[config.mk]
export PLATFORM = sky130hd
export DESIGN_NAME = sm3_round
export DESIGN_NICKNAME = d
export VERILOG_FILES = /design/src/sm3_pkg.sv /design/src/sm3_round.sv
export SDC_FILE = /design/constraint.sdc
export NUM_CORES = 1
export LEC_CHECK = 0
export BUFFER_PORTS_ARGS = -buffer_cell sky130_fd_sc_hd__buf_4
export CAP_MARGIN = 15
export CORE_AREA = 10 10 220 222
export DETAILED_ROUTE_END_ITERATION = 7
export DIE_AREA = 0 0 230 232
export GPL_TIMING_DRIVEN = 0
export SYNTH_ARGS = -nofsm -noshare
export SYNTH_HDL_FRONTEND = slang
export SYNTH_SLANG_ARGS = --single-unit
[constraint.sdc]
create_clock -name vclk -period 11.2
set_clock_uncertainty 0.2 [all_clocks]
set_input_delay 1.68 -clock vclk [all_inputs]
set_output_delay 1.68 -clock vclk [all_outputs]
set_load 0.1 [all_outputs]
[src/sm3_pkg.sv]
package sm3_pkg;

   typedef struct packed {
      logic [31:0] message_word;
      logic [2:0]  valid_bytes;
      logic        final_word;
   } req_type;

   typedef struct packed {
      logic [31:0] digest_word;
      logic [2:0]  digest_index;
      logic        digest_last;
   } rsp_type;

   typedef enum logic [2:0] {
      ST_IDLE,
      ST_PAD,
      ST_EXPAND,
      ST_ROUND,
      ST_FOLD,
      ST_EMIT
   } state_type;

   localparam logic [31:0] TJ_LOW  = 32'h79cc4519;
   localparam logic [31:0] TJ_HIGH = 32'h7a879d8a;
   localparam logic [7:0]  PAD_MARK = 8'h80;

   function automatic logic [31:0] sm3_iv(input logic [2:0] idx);
      logic [31:0] v;
      case (idx)
         3'd0: v = 32'h7380166f;
         3'd1: v = 32'h4914b2b9;
         3'd2: v = 32'h172442d7;
         3'd3: v = 32'hda8a0600;
         3'd4: v = 32'ha96f30bc;
         3'd5: v = 32'h163138aa;
         3'd6: v = 32'he38dee4d;
         default: v = 32'hb0fb0e4e;
      endcase
      return v;
   endfunction

   function automatic logic [31:0] rotl(input logic [31:0] x, input logic [4:0] k);
      logic [63:0] d;
      d = {x, x} << k;
      return d[63:32];
   endfunction

   function automatic logic [31:0] perm0(input logic [31:0] x);
      return x ^ rotl(x, 5'd9) ^ rotl(x, 5'd17);
   endfunction

   function automatic logic [31:0] perm1(input logic [31:0] x);
      return x ^ rotl(x, 5'd15) ^ rotl(x, 5'd23);
   endfunction

endpackage

[src/sm3_round.sv]
module sm3_round (
   input  logic [255:0] state_in,
   input  logic [31:0]  wj,
   input  logic [31:0]  wj4,
   input  logic [5:0]   round,
   output logic [255:0] state_out
);
   import sm3_pkg::*;

   logic [31:0] a, b, c, d, e, f, g, h;
   logic [31:0] tc, a12, ss1, ss2, ff, gg, tt1, tt2;

   always_comb begin
      {a, b, c, d, e, f, g, h} = state_in;
      tc  = (round < 6'd16) ? TJ_LOW : TJ_HIGH;
      a12 = rotl(a, 5'd12);
      ss1 = rotl(a12 + e + rotl(tc, round[4:0]), 5'd7);
      ss2 = ss1 ^ a12;
      if (round < 6'd16) begin
         ff = a ^ b ^ c;
         gg = e ^ f ^ g;
      end else begin
         ff = (a & b) | (a & c) | (b & c);
         gg = (e & f) | (~e & g);
      end
      tt1 = ff + d + ss2 + (wj ^ wj4);
      tt2 = gg + h + ss1 + wj;
      state_out = {tt1, a, rotl(b, 5'd9), c, perm0(tt2), e, rotl(f, 5'd19), g};
   end

endmodule

## Word level (Yosys, flattened, before mapping)

Cells that the tools add are included.

| cells by class | value |
|---|---|
| add/subtract/negate cells | 8 |
| magnitude comparators | 1 |
| shifts and indexed selects | 1 |
| multiplexer cells | 3 |
| bitwise logic cells | 17 |

Operator list:

| operator | count |
|---|---|
| 32-bit adder | 8 |
| 32-bit bitwise XOR | 8 |
| 32-bit AND | 5 |
| 32-bit OR | 3 |
| 32-bit two-way mux | 2 |
| 63-bit by 5-bit << shifter with 64-bit output | 1 |
| 32-bit NOT | 1 |
| 26-bit two-way mux | 1 |
| 6-bit by 5-bit less-than comparator with 1-bit output (second input constant) | 1 |

| word-level totals | value |
|---|---|
| flip-flop bits (word level) | 0 |
| word-level logic and storage cells | 30 |

## Longest topological paths before layout

| depth | value |
|---|---|
| depth in word-level cells | 9 |
| mapped depth | 41 |
| gate-level depth less buffers | 36 |

## Worst setup path before layout

OpenSTA, ideal clock, no wires.

| timing path | value |
|---|---|
| path kind | in2out |
| start point | in round[4] |
| end point | out state_out[101] |
| arrival | 11.440 ns |
| path slack | -2.120 ns |
| cell stages on the path | 39 |
| buffers on the path | 5 |
| cell sequence | buf_2 nor2_1 inv_1 clkbuf_1 clkbuf_1 buf_1 buf_1 ha_1 nor2_1 a21oi_1 o22a_1 nand2_1 o21ai_0 nor2_1 a21oi_1 fa_1 inv_1 ha_1 [... 3 more ...] o221ai_2 o31a_4 o21ai_2 o41ai_4 nor3_2 nor3_4 fa_1 fa_1 ha_1 a211oi_1 o211ai_1 nand3_1 a21oi_1 or4b_1 a211o_1 a41oi_2 xnor2_1 xnor2_1 |

| between the ends | value |
|---|---|
| word-level cells in the longest chain between the ends | 8 |
| elaborated cells on any way between the ends | 10 |
| classes of those cells | add/sub (4); order compare (1); shift (1); mux (2); bitwise (2) |

Ends and longest elaborated chain:

| item | line | source |
|---|---|---|
| start, declared | sm3_round.sv:5 | `input logic [5:0] round,` |
| 6-bit by 5-bit less-than comparator with 1-bit output | sm3_round.sv:15, sm3_round.sv:19 |  |
| 26-bit two-way mux | sm3_round.sv:15 | `tc = (round < 6'd16) ? TJ_LOW : TJ_HIGH;` |
| 63-bit by 5-bit << shifter with 64-bit output | sm3_pkg.sv:45 | `d = {x, x} << k;` |
| 32-bit adder | sm3_round.sv:17 | `ss1 = rotl(a12 + e + rotl(tc, round[4:0]), 5'd7);` |
| 32-bit adder (*) (2 in series) | sm3_round.sv:27 | `tt2 = gg + h + ss1 + wj;` |
| 32-bit bitwise XOR | sm3_pkg.sv:50 | `return x ^ rotl(x, 5'd9) ^ rotl(x, 5'd17);` |
| 32-bit bitwise XOR (*) | sm3_pkg.sv:50 |  |
| end, declared | sm3_round.sv:6 | `output logic [255:0] state_out` |

Mark *: on every way between the ends. The rest lies on a longest branch, timed or not.

## Final worst setup path

| timing path | value |
|---|---|
| start point | in round[5] |
| end point | out state_out[253] |

| between the ends | value |
|---|---|
| word-level cells in the longest chain between the ends | 7 |
| elaborated cells on any way between the ends | 9 |
| classes of those cells | add/sub (4); order compare (1); shift (1); mux (2); bitwise (1) |

Ends and longest elaborated chain:

| item | line | source |
|---|---|---|
| 6-bit by 5-bit less-than comparator with 1-bit output (*) | sm3_round.sv:15, sm3_round.sv:19 |  |
| 26-bit two-way mux | sm3_round.sv:15 |  |
| 63-bit by 5-bit << shifter with 64-bit output | sm3_pkg.sv:45 |  |
| 32-bit adder | sm3_round.sv:17 |  |
| 32-bit bitwise XOR | sm3_round.sv:18 | `ss2 = ss1 ^ a12;` |
| 32-bit adder (*) (2 in series) | sm3_round.sv:26 | `tt1 = ff + d + ss2 + (wj ^ wj4);` |

Marks and branches as above.

==> impl_metrics.tcl <==
set metrics [dict create \
    overflow 0 \
    num-fill-cells 4058 \
    cp_data_required_time_ns 9.32 \
    critPathTopFamily "compound AO/OA/AOI/OAI gates" \
    first_pass_iters 7 \
    start_util 0.332 \
    synth_area_per_cell_um2 7.89 \
    drt_iter0_drc 1073 \
    layout-drive-gt1-share 0.484 \
    via_count 16307 \
    min_to "state_out[60]" \
    cp_common_cell "a21o_1" \
    fin_crit_ns 11.72 \
    die-area_mm2 0.0534 \
    start_kind "input port" \
    synth-warning-count 0 \
    hp-class "input port to primary output" \
    seq_cells 0 \
    worst-setup-path-type "input port to primary output" \
    post-dp-hpwl_um 70600 \
    netlist_instances 1847 \
    setup_viol 44 \
    finalSetupTns_ns -10.35 \
    portBuffers 580 \
    final_cell_mix "buf_4 (788), fa_1 (179), inv_1 (172)" \
    fin_nets 3130 \
    yosysSeqAreaShare 0 \
    regArea_um2 0 \
    slowest_stage "fa_2" \
    drc_errors 0 \
    cap_violations 0 \
    rows 77 \
    critPathMaxStageDelay_ns 0.61 \
    grt_pass1_vias 16687 \
    hold_start "state_in[73]" \
    worstMarginPinSlew_ns 1.15 \
    violations "setup timing" \
    whs_path_depth 3 \
    gr-usage-all-layers 0.285 \
    ant_nets 0 \
    fin_ws_ns -0.515 \
    core_mm2 0.0439 \
    relSlewSlack 0.231 \
    drv_slew 0 \
    cp.buffers_inverters 7 \
    nClkBuffers 0 \
    fin_crit_sh 1.05 \
    finalHoldViolations 0 \
    synth.net_count 2457 \
    worst-path-max-fanout 6 \
    synth_cell_type_count 74 \
    holdBufCountCts 0 \
    critical_path_arrival_ns 9.84 \
    area_growth_pct 66.0 \
    rsz0062_at_grt "true" \
    max_freq_mhz 85.4 \
    status "complete, but fails checks" \
    yosys.area.top_type_share 0.258 \
    viasPerCell 5.24 \
    end_kind "primary output" \
    die_height_um 232 \
    antenna_found_initial 3 \
    routedWlPerCell_um 26.1 \
    pin_count 582 \
    wl_um 81100 \
    syn_area_mm2 0.0146 \
    gp_congestion 1.00 \
    grt_pass1_wl_um 113000 \
    grt_max_degree 19 \
    die_x_um 230 \
    yosysTopAreaCell "fa_1" \
    synth_area_leaders "fa_1 (26%), buf_4 (9.9%), xnor2_1 (9.3%)" \
    final_common_cell "buf_4" \
]
per-stage QoR:
step | setup WS (ns) | util | instance area (um2) | instances | hold WS [ns]
2_1_floorplan | -0.395 | - | 15900 | 1847 | 3.37
3_3_place_gp | -2.40 | 0.477 | 21000 | 3019 | 3.62
3_5_place_dp | -2.41 | 0.477 | 21000 | 3019 | 3.62
4_1_cts | -0.542 | 0.526 | 23100 | 3077 | 3.62
5_1_grt | -0.678 | 0.550 | 24200 | 3111 | 3.62
6_report | -0.515 | 0.550 | 24200 | 3112 | 3.62
cells by family (layout without fill, tap and decap cells):
logic type,count (synthesis),in the layout,synth area share
and+or+nand+nor,394,394,0.125
AOI/OAI and AO/OA,467,467,0.200
buffers and inverters,427,1098,0.160
adders and majority gates,284,284,0.341
other,0,2,0
xor gates and xnor gates,219,219,0.132
muxes,56,56,0.0418
cell usage after synthesis, drive strengths merged, types with 5 or more instances:
cell type  count
a211oi        28
a21o          44
a21oi        132
a221oi         8
a31oi         26
and2           7
and3           9
buf          206
clkbuf        39
fa           188
ha            96
inv          182
mux2          19
mux2i         35
nand2        114
nand2b        12
nand3         32
nand4          5
nor2         119
nor2b         30
nor3          46
o211ai        10
o21a          10
o21ai        147
o21bai         7
o22ai          6
or2            7
xnor2        154
xor2          65
per-layer routing:
| layer | vias up | track usage | wire length, um |
|---|---|---|---|
| li1 | 7398 | - | - |
| met1 | 8188 | 0.348 | 31900 |
| met2 | 635 | 0.511 | 41200 |
| met3 | 82 | 0.0464 | 5400 |
| met4 | 4 | 0.0689 | 2490 |
| met5 | - | 0 | 29 |
worst max path at each step:
stage             start              to  depth (start not counted)
6_report       round[5]  state_out[253]                         38
3_5_place_dp   round[5]  state_out[123]                         38
2_1_floorplan  round[4]  state_out[103]                         35
3_3_place_gp   round[5]  state_out[123]                         38
4_1_cts        round[4]  state_out[109]                         36
5_1_grt        round[5]  state_out[253]                         36
final cells by class:
type	count	area, um2	share of cell area
tap	592	741	0.0306
antenna	2	5.00	0.000207
multi-input combinational	1420	15100	0.623
inverter	182	692	0.0286
buffer	237	1680	0.0695
timing repair buffer	679	5990	0.248
timing repair:
action,4_1_cts,5_1_grt
buffers inserted,62,38
resized for setup,337,163
endpoints found under the setup margin,62,55
pin swaps,113,125
Power is left out: the tool's default activity adds up to more than one toggle a clock period on the data nets, which glitch-free logic cannot reach.
